$ cat src/hw/rtl/swdb_pkg.sv
package swdb_pkg;

    localparam int TICK_COUNT_BITS_DEFAULT = 16;

    localparam int CFG_W     = 16;
    localparam int CFG_IDX_W = 2;

    localparam int MIN_W = 7;
    localparam int SEC_W = 6;
    localparam int MS_W  = 10;

    localparam logic [CFG_IDX_W-1:0] REG_DEBOUNCE = 2'd0;
    localparam logic [CFG_IDX_W-1:0] REG_DISPLAY  = 2'd1;
    localparam logic [CFG_IDX_W-1:0] REG_BLINK    = 2'd2;

    localparam logic [CFG_W-1:0] DEBOUNCE_RESET = 16'd35;
    localparam logic [CFG_W-1:0] DISPLAY_RESET  = 16'd50;
    localparam logic [CFG_W-1:0] BLINK_RESET    = 16'd500;

    localparam logic [MIN_W-1:0] MIN_LIMIT = 7'd100;
    localparam logic [MIN_W-1:0] MIN_SHOW  = 7'd99;
    localparam logic [SEC_W-1:0] SEC_LAST  = 6'd59;
    localparam logic [MS_W-1:0]  MS_LAST   = 10'd999;

    typedef struct packed {
        logic [MIN_W-1:0] min;
        logic [SEC_W-1:0] sec;
        logic [MS_W-1:0]  ms;
    } time_t;

    typedef struct packed {
        logic step;
        logic advance;
        logic clear;
    } time_ctl_t;

endpackage

$ cat src/hw/rtl/swdb_time.sv
module swdb_time (
    input  logic               clk,
    input  logic               rst_n,
    input  swdb_pkg::time_ctl_t ctl,
    output swdb_pkg::time_t    shown
);
    import swdb_pkg::*;

    logic [MIN_W-1:0] min_reg, min_next;
    logic [SEC_W-1:0] sec_reg, sec_next;
    logic [MS_W-1:0]  ms_reg, ms_next;

    always_comb
    begin
        min_next = min_reg;
        sec_next = sec_reg;
        ms_next  = ms_reg;
        if (ctl.advance && (min_reg < MIN_LIMIT))
        begin
            if (ms_reg == MS_LAST)
            begin
                ms_next = '0;
                if (sec_reg == SEC_LAST)
                begin
                    sec_next = '0;
                    min_next = min_reg + MIN_W'(1);
                end
                else
                begin
                    sec_next = sec_reg + SEC_W'(1);
                end
            end
            else
            begin
                ms_next = ms_reg + MS_W'(1);
            end
        end
        if (ctl.clear)
        begin
            min_next = '0;
            sec_next = '0;
            ms_next  = '0;
        end
    end

    always_comb
    begin
        if (min_next >= MIN_LIMIT)
        begin
            shown.min = MIN_SHOW;
            shown.sec = SEC_LAST;
            shown.ms  = MS_LAST;
        end
        else
        begin
            shown.min = min_next;
            shown.sec = sec_next;
            shown.ms  = ms_next;
        end
    end

    always_ff @(posedge clk or negedge rst_n)
    begin
        if (!rst_n)
        begin
            min_reg <= '0;
            sec_reg <= '0;
            ms_reg  <= '0;
        end
        else if (ctl.step)
        begin
            min_reg <= min_next;
            sec_reg <= sec_next;
            ms_reg  <= ms_next;
        end
    end

    a_min_range: assert property (@(posedge clk) disable iff (!rst_n)
        min_reg <= MIN_LIMIT) else $error("minutes beyond limit");
    a_sec_range: assert property (@(posedge clk) disable iff (!rst_n)
        sec_reg <= SEC_LAST) else $error("seconds out of range");
    a_clear: assert property (@(posedge clk) disable iff (!rst_n)
        ctl.step && ctl.clear |=> min_reg == '0 && sec_reg == '0 && ms_reg == '0)
        else $error("clear did not zero time");

endmodule

$ cat src/hw/rtl/swdb_debounce.sv
module swdb_debounce #(
    parameter int TICK_COUNT_BITS = swdb_pkg::TICK_COUNT_BITS_DEFAULT
) (
    input  logic                       clk,
    input  logic                       rst_n,
    input  logic                       step,
    input  logic                       key,
    input  logic [swdb_pkg::CFG_W-1:0] debounce_ticks,
    output logic                       fired
);
    import swdb_pkg::*;

    localparam int CMP_W = (TICK_COUNT_BITS > CFG_W) ? TICK_COUNT_BITS : CFG_W;

    logic                       key_last_reg, key_last_next;
    logic                       key_stable_reg, key_stable_next;
    logic [TICK_COUNT_BITS-1:0] key_age_reg, key_age_next;
    logic                       settled;

    always_comb
    begin
        key_last_next = key;
        if (key != key_last_reg)
            key_age_next = '0;
        else if (&key_age_reg)
            key_age_next = key_age_reg;
        else
            key_age_next = key_age_reg + TICK_COUNT_BITS'(1);
        settled = CMP_W'(key_age_next) >= CMP_W'(debounce_ticks);
        key_stable_next = key_stable_reg;
        if (settled && (key != key_stable_reg))
            key_stable_next = key;
        fired = settled && key && !key_stable_reg;
    end

    always_ff @(posedge clk or negedge rst_n)
    begin
        if (!rst_n)
        begin
            key_last_reg   <= 1'b0;
            key_stable_reg <= 1'b0;
            key_age_reg    <= '0;
        end
        else if (step)
        begin
            key_last_reg   <= key_last_next;
            key_stable_reg <= key_stable_next;
            key_age_reg    <= key_age_next;
        end
    end

endmodule

$ cat src/hw/rtl/swdb_divider.sv
module swdb_divider #(
    parameter int TICK_COUNT_BITS = swdb_pkg::TICK_COUNT_BITS_DEFAULT
) (
    input  logic                       clk,
    input  logic                       rst_n,
    input  logic                       step,
    input  logic [swdb_pkg::CFG_W-1:0] period,
    output logic                       hit
);
    import swdb_pkg::*;

    localparam int CMP_W = (TICK_COUNT_BITS > CFG_W) ? TICK_COUNT_BITS : CFG_W;

    logic [TICK_COUNT_BITS-1:0] count_reg, count_inc;

    always_comb
    begin
        if (&count_reg)
            count_inc = count_reg;
        else
            count_inc = count_reg + TICK_COUNT_BITS'(1);
        hit = CMP_W'(count_inc) >= CMP_W'(period);
    end

    always_ff @(posedge clk or negedge rst_n)
    begin
        if (!rst_n)
            count_reg <= '0;
        else if (step)
            count_reg <= hit ? '0 : count_inc;
    end

endmodule

$ cat src/hw/rtl/stopwatch_with_debounced_reset.sv
// Stopwatch with debounced reset key.
// Input channel (in_valid/in_ready): one beat per millisecond tick carrying
// run_level and key_pressed. Output channel (out_valid/out_ready): one beat
// per input beat with the elapsed time, latched run state, LED level and
// the display/reset strobes after that tick.
// A result is registered and presented the cycle after its input beat is taken.
// Throughput: one beat per cycle while out_ready keeps the output draining; all tick
// logic is combinational between the state registers and the output register.
// A stalled output holds its beat; a new input beat is taken whenever the
// output register is empty or being drained in the same cycle.
// Config writes (cfg_wr_en, cfg_index, cfg_wdata) are registered; index 3
// is ignored. Write only while no beats are in flight.
// Reset: time 00:00.000, paused, key taken as released, dividers and LED
// cleared, registers at 35 / 50 / 500 ticks. Time saturates at 99:59.999.
module stopwatch_with_debounced_reset #(
    parameter int TICK_COUNT_BITS = swdb_pkg::TICK_COUNT_BITS_DEFAULT
) (
    input  logic                           clk,
    input  logic                           rst_n,
    input  logic                           cfg_wr_en,
    input  logic [swdb_pkg::CFG_IDX_W-1:0] cfg_index,
    input  logic [swdb_pkg::CFG_W-1:0]     cfg_wdata,
    input  logic                           in_valid,
    output logic                           in_ready,
    input  logic                           run_level,
    input  logic                           key_pressed,
    output logic                           out_valid,
    input  logic                           out_ready,
    output logic [swdb_pkg::MIN_W-1:0]     minutes,
    output logic [swdb_pkg::SEC_W-1:0]     seconds,
    output logic [swdb_pkg::MS_W-1:0]      millis,
    output logic                           running,
    output logic                           led_level,
    output logic                           display_due,
    output logic                           reset_fired
);
    import swdb_pkg::*;

    logic [CFG_W-1:0] debounce_ticks_reg;
    logic [CFG_W-1:0] display_period_reg;
    logic [CFG_W-1:0] blink_period_reg;

    logic      step;
    logic      run_latched_reg;
    logic      led_state_reg, led_state_next;
    logic      fired;
    logic      strobe;
    logic      toggle;
    time_ctl_t tctl;
    time_t     shown;

    logic             out_valid_reg;
    time_t            out_time_reg;
    logic             out_running_reg;
    logic             out_led_reg;
    logic             out_due_reg;
    logic             out_fired_reg;

    always_ff @(posedge clk or negedge rst_n)
    begin
        if (!rst_n)
        begin
            debounce_ticks_reg <= DEBOUNCE_RESET;
            display_period_reg <= DISPLAY_RESET;
            blink_period_reg   <= BLINK_RESET;
        end
        else if (cfg_wr_en)
        begin
            unique case (cfg_index)
                REG_DEBOUNCE: debounce_ticks_reg <= cfg_wdata;
                REG_DISPLAY:  display_period_reg <= cfg_wdata;
                REG_BLINK:    blink_period_reg   <= cfg_wdata;
                default:      ;
            endcase
        end
    end

    assign in_ready = !out_valid_reg || out_ready;
    assign step     = in_valid && in_ready;

    swdb_debounce #(.TICK_COUNT_BITS(TICK_COUNT_BITS)) u_debounce (
        .clk            (clk),
        .rst_n          (rst_n),
        .step           (step),
        .key            (key_pressed),
        .debounce_ticks (debounce_ticks_reg),
        .fired          (fired)
    );

    assign tctl.step    = step;
    assign tctl.advance = run_latched_reg;
    assign tctl.clear   = fired;

    swdb_time u_time (
        .clk   (clk),
        .rst_n (rst_n),
        .ctl   (tctl),
        .shown (shown)
    );

    swdb_divider #(.TICK_COUNT_BITS(TICK_COUNT_BITS)) u_display_div (
        .clk    (clk),
        .rst_n  (rst_n),
        .step   (step),
        .period (display_period_reg),
        .hit    (strobe)
    );

    swdb_divider #(.TICK_COUNT_BITS(TICK_COUNT_BITS)) u_blink_div (
        .clk    (clk),
        .rst_n  (rst_n),
        .step   (step),
        .period (blink_period_reg),
        .hit    (toggle)
    );

    assign led_state_next = led_state_reg ^ toggle;

    always_ff @(posedge clk or negedge rst_n)
    begin
        if (!rst_n)
        begin
            run_latched_reg <= 1'b0;
            led_state_reg   <= 1'b0;
            out_valid_reg   <= 1'b0;
        end
        else
        begin
            if (step)
            begin
                run_latched_reg <= run_level;
                led_state_reg   <= led_state_next;
                out_valid_reg   <= 1'b1;
            end
            else if (out_ready)
            begin
                out_valid_reg   <= 1'b0;
            end
        end
    end

    always_ff @(posedge clk)
    begin
        if (step)
        begin
            out_time_reg    <= shown;
            out_running_reg <= run_level;
            out_led_reg     <= led_state_next;
            out_due_reg     <= strobe || fired;
            out_fired_reg   <= fired;
        end
    end

    assign out_valid   = out_valid_reg;
    assign minutes     = out_time_reg.min;
    assign seconds     = out_time_reg.sec;
    assign millis      = out_time_reg.ms;
    assign running     = out_running_reg;
    assign led_level   = out_led_reg;
    assign display_due = out_due_reg;
    assign reset_fired = out_fired_reg;

    a_fired_strobe: assert property (@(posedge clk) disable iff (!rst_n)
        out_valid && reset_fired |-> display_due)
        else $error("reset beat without display strobe");
    a_fired_zero: assert property (@(posedge clk) disable iff (!rst_n)
        out_valid && reset_fired |-> minutes == '0 && seconds == '0 && millis == '0)
        else $error("reset beat shows nonzero time");
    a_run_capture: assert property (@(posedge clk) disable iff (!rst_n)
        step |=> out_valid && running == $past(run_level))
        else $error("running does not follow taken run level");

endmodule
$ cat config.mk
export PLATFORM = sky130hd
export DESIGN_NAME = stopwatch_with_debounced_reset
export DESIGN_NICKNAME = d
export VERILOG_FILES = /design/src/hw/rtl/swdb_pkg.sv /design/src/hw/rtl/swdb_time.sv /design/src/hw/rtl/swdb_debounce.sv /design/src/hw/rtl/swdb_divider.sv /design/src/hw/rtl/stopwatch_with_debounced_reset.sv
export SDC_FILE = /design/constraint.sdc
export NUM_CORES = 1
export LEC_CHECK = 0
export ABC_AREA = 1
export BUFFER_PORTS_ARGS = -buffer_cell sky130_fd_sc_hd__clkbuf_2
export CAP_MARGIN = 25
export CORE_MARGIN = 8
export CORE_UTILIZATION = 56
export DETAILED_ROUTE_END_ITERATION = 8
export GPL_ROUTABILITY_DRIVEN = 1
export GPL_TIMING_DRIVEN = 0
export HOLD_SLACK_MARGIN = 0.12
export PLACE_DENSITY_LB_ADDON = 0.08
export SYNTH_ARGS = -nofsm -noshare
export SYNTH_HDL_FRONTEND = slang
export SYNTH_SLANG_ARGS = --single-unit
$ cat constraint.sdc
create_clock -name clk -period 3.1 [get_ports clk]
set_clock_uncertainty 0.2 [all_clocks]
set_input_delay 0 -clock clk [delete_from_list [all_inputs] [get_ports clk]]
set_output_delay 0 -clock clk [all_outputs]
set_load 0.05 [all_outputs]
==> run metrics, run 1 <==
post-synthesis simple-gate area fraction=24.3%; Core Region=between 15000 and 20000 um^2; WP data required=3.08 ns; PD cells=614 nW/um^2; Setup-failing EPs final=47; final net count=approximately 1400; Detailed Routing Iterations Pass 1=5; post-synthesis cell type with the largest combined area=dfrtp_1; Area contributors post-synth=dfrtp_1, nand2_1, edfxtp_1; initial antenna violation count=0; initial drt markers=620; CTS clock-pin slew for the worst setup and hold paths=0.06 ns; most used flip-flop cell after synthesis=dfrtp_1; number of global-route vias before repair=7797; Synth cell types=46; GPL Wtd Cong=around 0.91; Seq/Total Area, Yosys=43.9%; Tmin final=roughly 3.5 ns; RSZ-0062 raised after global routing=yes; failing checks=setup timing; Logic pwr share=33.1%; compound-gate portion of the synthesized area=11.5%; crit path DAT=3.44 ns; main combinational cell family by area after synthesis=simple AND/OR/NAND/NOR gates; Vias/cell=5.41; IO Pins=54; PnR worst setup slack=-0.361 ns; Buffers on Ports=53; sequential share of power=38.0%; Synth Register Bits=151; slowest cell on the critical path=dfrtp_2; CTS Buf Count=17; CTS Sinks=between 150 and 200; fin area=11500 um^2; status=complete, but fails checks; dpl ws=-0.733 ns; Critical Path Max Stage Delay=between 0.3 and 0.4 ns; Core Util, Final=72.8%; Layout Area Growth over Synthesis=28.2%; top-area cell type share of the netlist area=31.3%; Post-Route WL=24.4 mm; adder-cell share of the synthesized area=7.54%; drt drc=0; Die Wd=142 um; layout cells sized above 1=22.1%; Slew headroom=48.6%; switching power=0.00260 W; DIE AREA=20300 um^2; worst min path class=in -> reg; ANT cells=0; wire length of the first global-routing pass=39.0 mm; worst-path maximum fanout=6; Initial Utilization=56.8%; clock power share=29.0%; CTS tree=built; crit-path cells=buf_4, nand3_1, nor2_2, nand3_2, nor3_2, buf_4, nand4_1, nand3_1, nand2_1, inv_1, ha_1, a21oi_1, o21ai_0, a21oi_1, nand2_4, nand2_8, nand2_4, nor2_8, buf_6, a21oi_1; syn nets=1218; final hold violations=0; cell-internal power=0.00446 W; GRT Total Usage=around 24%; largest net degree at the start of global routing=97; Mapped Area=8960 um^2; via count=8282; CTS Buffer Depth=2; Pins Over Slew Limit=0; multiplexer share of the synthesized area=0%; leakage power=5.71 nW; Worst-Margin Slew=between 0.7 and 0.8 ns; CTS H-tree depth=4; Switching Fraction=36.8%; post-route antenna net violation count=0; fmax=289 MHz; Root Driver=clkbuf_16; FFs w/ async S/R, synth=between 80% and 90%; Avg Inst Size Synth=7.86 um^2; Peak VDD IR=413 uV; cell count after synthesis=1139; final period utilization=112%; wire per inst=16.0 um; Hold WS=about 0.18 ns; YS warnings=0; Worst Setup End Kind=register; startpoint types=register; Die Ht=roughly 140 um; Post-synth EDFFs=27; placed cell area=9620 um^2; Crit Path Class=reg -> reg; xor and xnor area share after synthesis=3.51%; row cnt=46; GRT overflow=0; CP most frequent cell=a21oi_1; clk_lat worst skew=0.43 ns; hpwl dp=16.3 mm; Max-cap violations=0
-- layout make-up --
| type | instances | area [um^2] |
|---|---|---|
| multi-input cells | 779 | 4700 |
| fillers | 1241 | 4280 |
| flip-flops and latches | 151 | 3940 |
| repair buffers | 146 | 1160 |
| inverters | 177 | 667 |
| clock buffers | 18 | 439 |
| well taps | 216 | 270 |
| plain buffers | 30 | 171 |
| clock inverters | 14 | 138 |
-- per-layer routing --
layer / up-vias / share of wire, % / GRT usage [%] / wire length, um
met1: 3929 / 43 / 31.7 / 10600
met2: 273 / 49 / 40.3 / 12000
li1: 4043 / - / - / -
met3: 37 / 6.2 / 4.43 / 1510
met4: 0 / 1.7 / 7.05 / 414
met5: - / 0 / 0 / 0
-- placed cells by master (no fill, tap or decap), types with 35 or more instances in the layout --
cell and instances:
buf_4 47, nand2_1 271, o21ai_0 97, nor2_1 43, dlygate4sd3_1 35, clkbuf_2 52
dfrtp_1 105, nand3_1 55, a21oi_1 36, inv_1 168, ha_1 46
-- metrics by stage --
| stage | setup TNS (ns) | std cells | power (W) |
|---|---|---|---|
| floorplan | -1.43 | 1139 | 0.00397 |
| global placement | -65.67 | 1408 | 0.00442 |
| detailed placement | -43.07 | 1409 | 0.00448 |
| CTS | -7.63 | 1506 | 0.00670 |
| global route | -24.04 | 1531 | 0.00747 |
| finish | -12.28 | 1531 | 0.00705 |
-- power groups by stage --
stage,sequential (W),clock [W],combinational [W]
after detailed placement,0.00269,0,0.00179
after floorplan,0.00277,0,0.00120
after CTS,0.00265,0.00205,0.00199
after global routing,0.00272,0.00214,0.00261
final,0.00268,0.00204,0.00233
after global placement,0.00268,0,0.00174
-- cells in the mapped netlist, types with 2 or more instances --
cell type,number
a21o_1,3
a21oi_1,39
a31oi_1,2
buf_6,3
clkbuf_1,25
clkbuf_8,2
dfrtp_1,112
dfstp_2,12
edfxtp_1,27
ha_1,54
inv_1,174
inv_2,3
nand2_1,295
nand2_2,12
nand2_4,2
nand3_1,65
nand3b_1,2
nand4_1,25
nor2_1,59
nor2_4,2
nor3_1,18
nor4_1,2
nor4b_1,2
o211ai_1,7
o21ai_0,129
o21bai_1,2
o22ai_1,6
o31ai_1,2
or2_2,4
xnor2_1,4
xor2_1,30
-- timing repair --
action,4_1_cts,5_1_grt
hold endpoints to repair,190,0
endpoints found under the setup margin,83,111
cloned,1,1
gates resized for setup,44,112
hold buffers,36,0
setup buffers,29,28
pin swaps,8,51
-- cell families after synthesis --
logic type,after synthesis
buf+inv,209
xor+xnor,35
compound gates,194
flops,151
fa+ha+maj,54
simple gates,496
-- critical path, delay by kind of cell (launching register included) --
| kind | cells | cell delay (ns) |
|---|---|---|
| buffers and inverters | 4 | 0.50 |
| adders and majority gates | 1 | 0.24 |
| and+or+nand+nor | 11 | 1.33 |
| AOI/OAI and AO/OA | 4 | 0.56 |
| DFF | 1 | 0.39 |
-- final timing paths --
path / start / to / slack, ns / depth (start not counted)
hold reg to reg: debounce_ticks_reg[13] / debounce_ticks_reg[13] / 0.29 / 2
max in group asynchronous: rst_n / u_display_div.count_reg[1] / 1.74 / 4
setup reg to reg: u_debounce.key_age_reg[0] / minutes[2] / -0.36 / 20
setup / recovery: u_debounce.key_age_reg[0] / minutes[2] / -0.36 / 20
hold / removal: run_level / run_latched_reg / 0.18 / 4
min in group asynchronous: rst_n / blink_period_reg[9] / 0.42 / 4
Power figures use the tool's default switching activity.
==> run 2, diff against run 1 <==
SKIP_CTS_REPAIR_TIMING = 1   (was default)
==> run metrics, run 2 (synthesized netlist as in run 1, its figures left out) <==
RR Startpoint=u_debounce.key_age_reg[0]; Die Wd=142 um (unchanged); via count=8135 (-1.8%); cell-internal power=0.00443 W (-0.66%); filler instances=1258 (+1.4%); sequential share of power=38.2% (+0.2 points); Crit Path Class=reg -> reg; Core Region=15800 um^2 (unchanged); largest net degree at the start of global routing=97 (unchanged); register area=3940 um^2 (unchanged); Initial Utilization=56.8% (unchanged); Die Ht=142 um (unchanged); CTS Buffer Depth=2 (unchanged); dpl ws=-0.733 ns (unchanged); status=complete, but fails checks; PD cells=620 nW/um^2 (+0.93%); ANT cells=0 (unchanged); CTS H-tree depth=4 (unchanged); Pins Over Slew Limit=0 (unchanged); Post-Route WL=23.9 mm (-2.2%); Detailed Routing Iterations Pass 1=5 (unchanged); CTS clock-pin slew for the worst setup and hold paths=0.06 ns (about the same); drt drc=0 (unchanged); IO Pins=54 (unchanged); GRT overflow=0 (unchanged); wire length of the first global-routing pass=36.4 mm (-6.7%); Switching Fraction=37.0% (+0.17 points); initial antenna violation count=0 (unchanged); PnR worst setup slack=-0.468 ns (-0.108 ns); most common cell after layout, fill and taps aside=nand2_1; hpwl dp=16.3 mm (unchanged); Pwr Total=0.00703 W (-0.38%); Buffers on Ports=53 (unchanged); crit path from=u_debounce.key_age_reg[0]; switching power=0.00260 W (about the same); clock power share=29.1% (about the same); initial drt markers=519 (-16%); Slew headroom=41.5% (-7.1 points); CTS tree=built; Vias/cell=5.39 (-0.41%); clk_lat worst skew=0.43 ns (about the same); fmax=280 MHz (-3.0%); row cnt=46 (unchanged); CTS Buf Count=17 (unchanged); HP Start=run_level; final period utilization=115% (+3.5 points); Worst Setup End Kind=register; most frequent cells in the layout=nand2_1, inv_1, o21ai_0, dfrtp_1, nand3_1; layout cells sized above 1=21.3% (-0.72 points); GPL Wtd Cong=0.908 (unchanged); post-route antenna net violation count=0 (unchanged); leakage power=5.61 nW (-1.7%); worst min path class=in -> reg; Peak VDD IR=409 uV (-1.0%); multi-input logic area=4760 um^2 (+1.3%); Root Driver=clkbuf_16; final hold violations=0 (unchanged); final net count=1360 (-1.5%); DIE AREA=20300 um^2 (unchanged); worst-path maximum fanout=7 (+1); CTS Sinks=151 (unchanged); number of global-route vias before repair=7213 (-7.5%); GRT Total Usage=22.6% (-1.6 points); Layout Area Growth over Synthesis=26.6%; failing checks=setup timing; Worst-Margin Slew=0.877 ns (+0.106 ns); wire per inst=15.8 um (-0.89%); Max-cap violations=0 (unchanged); Setup-failing EPs final=48 (+2.1%); startpoint types=register; WP data required=3.20 ns (+0.12 ns); Tmin final=3.57 ns (+0.108 ns); crit path DAT=3.67 ns (+0.23 ns); Logic pwr share=32.7% (-0.4 points); RSZ-0062 raised after global routing=yes
==> run 2: cell types whose count changed in the layout (fill, tap and decap cells not counted), sizes merged <==
cell         change
buf             -14
dlygate4sd3      -6
clkbuf           -1
==> run 2: final timing paths <==
kind | to | slack [ns] | cells after the start
min | running | 0.11 | 2
max reg2reg | minutes[0] | -0.47 | 20
min reg2reg | debounce_ticks_reg[13] | 0.29 | 2
min in group asynchronous | blink_period_reg[9] | 0.42 | 4
max | minutes[0] | -0.47 | 20
max in group asynchronous | u_display_div.count_reg[0] | 1.74 | 4
==> run 2: metrics by stage <==
| step | setup TNS (ns) | hold WS (ns) | utilization, % | area (um^2) | instances |
|---|---|---|---|---|---|
| finish | -15.57 | 0.114 | 71.9 | 11300 | 1510 |
| global route | -27.28 | 0.125 | 71.9 | 11300 | 1510 |
| CTS | -45.42 | -0.742 | 64.7 | 10200 | 1441 |
| detailed placement | -43.07 | -0.286 | 61.0 | 9620 | 1409 |
| global placement | -65.67 | -0.00491 | 60.8 | 9590 | 1408 |
| floorplan | -1.43 | -0.496 | - | 9050 | 1139 |
==> run 2: power by group through the flow <==
stage          Combinational, W  Sequential (W)  Clock (W)
5_1_grt                 0.00258         0.00272    0.00214
4_1_cts                 0.00180         0.00266    0.00205
6_report                0.00230         0.00268    0.00204
3_5_place_dp            0.00179         0.00269          0
3_3_place_gp            0.00174         0.00268          0
2_1_floorplan           0.00120         0.00277          0
==> run 2: area by class of cell <==
type	count	area share (%)
multi-input combinational	779	42.0
sequential	151	34.7
timing repair buffer	124	8.31
inverter	177	5.86
clock buffer	18	3.87
tap	216	2.38
buffer	31	1.60
clock inverter	14	1.21
==> run 2: critical path, cell delays in order (launching register included) <==
cell	delay [ns]
dfrtp_2	0.42
ha_4	0.17
nand3_4	0.10
nor3_4	0.20
nand4_1	0.18
buf_2	0.20
buf_4	0.14
nand3_1	0.07
nand2_1	0.10
inv_1	0.09
ha_1	0.25
nand2_1	0.17
o21ai_0	0.15
a21oi_2	0.20
nand2_4	0.10
nand2_8	0.12
nand2_4	0.09
nor2_8	0.17
nand2_4	0.10
clkbuf_16	0.17
nand2_2	0.05
==> run 2: metal layers <==
metal | part of all wire [%] | wire length [um] | global-route usage, % | up-vias
li1 | - | - | - | 3991
met1 | 44 | 10600 | 31.0 | 3862
met2 | 48 | 11500 | 36.2 | 236
met3 | 5.8 | 1390 | 3.86 | 46
met4 | 2.0 | 474 | 6.32 | 0
met5 | 0 | 0 | 0 | -
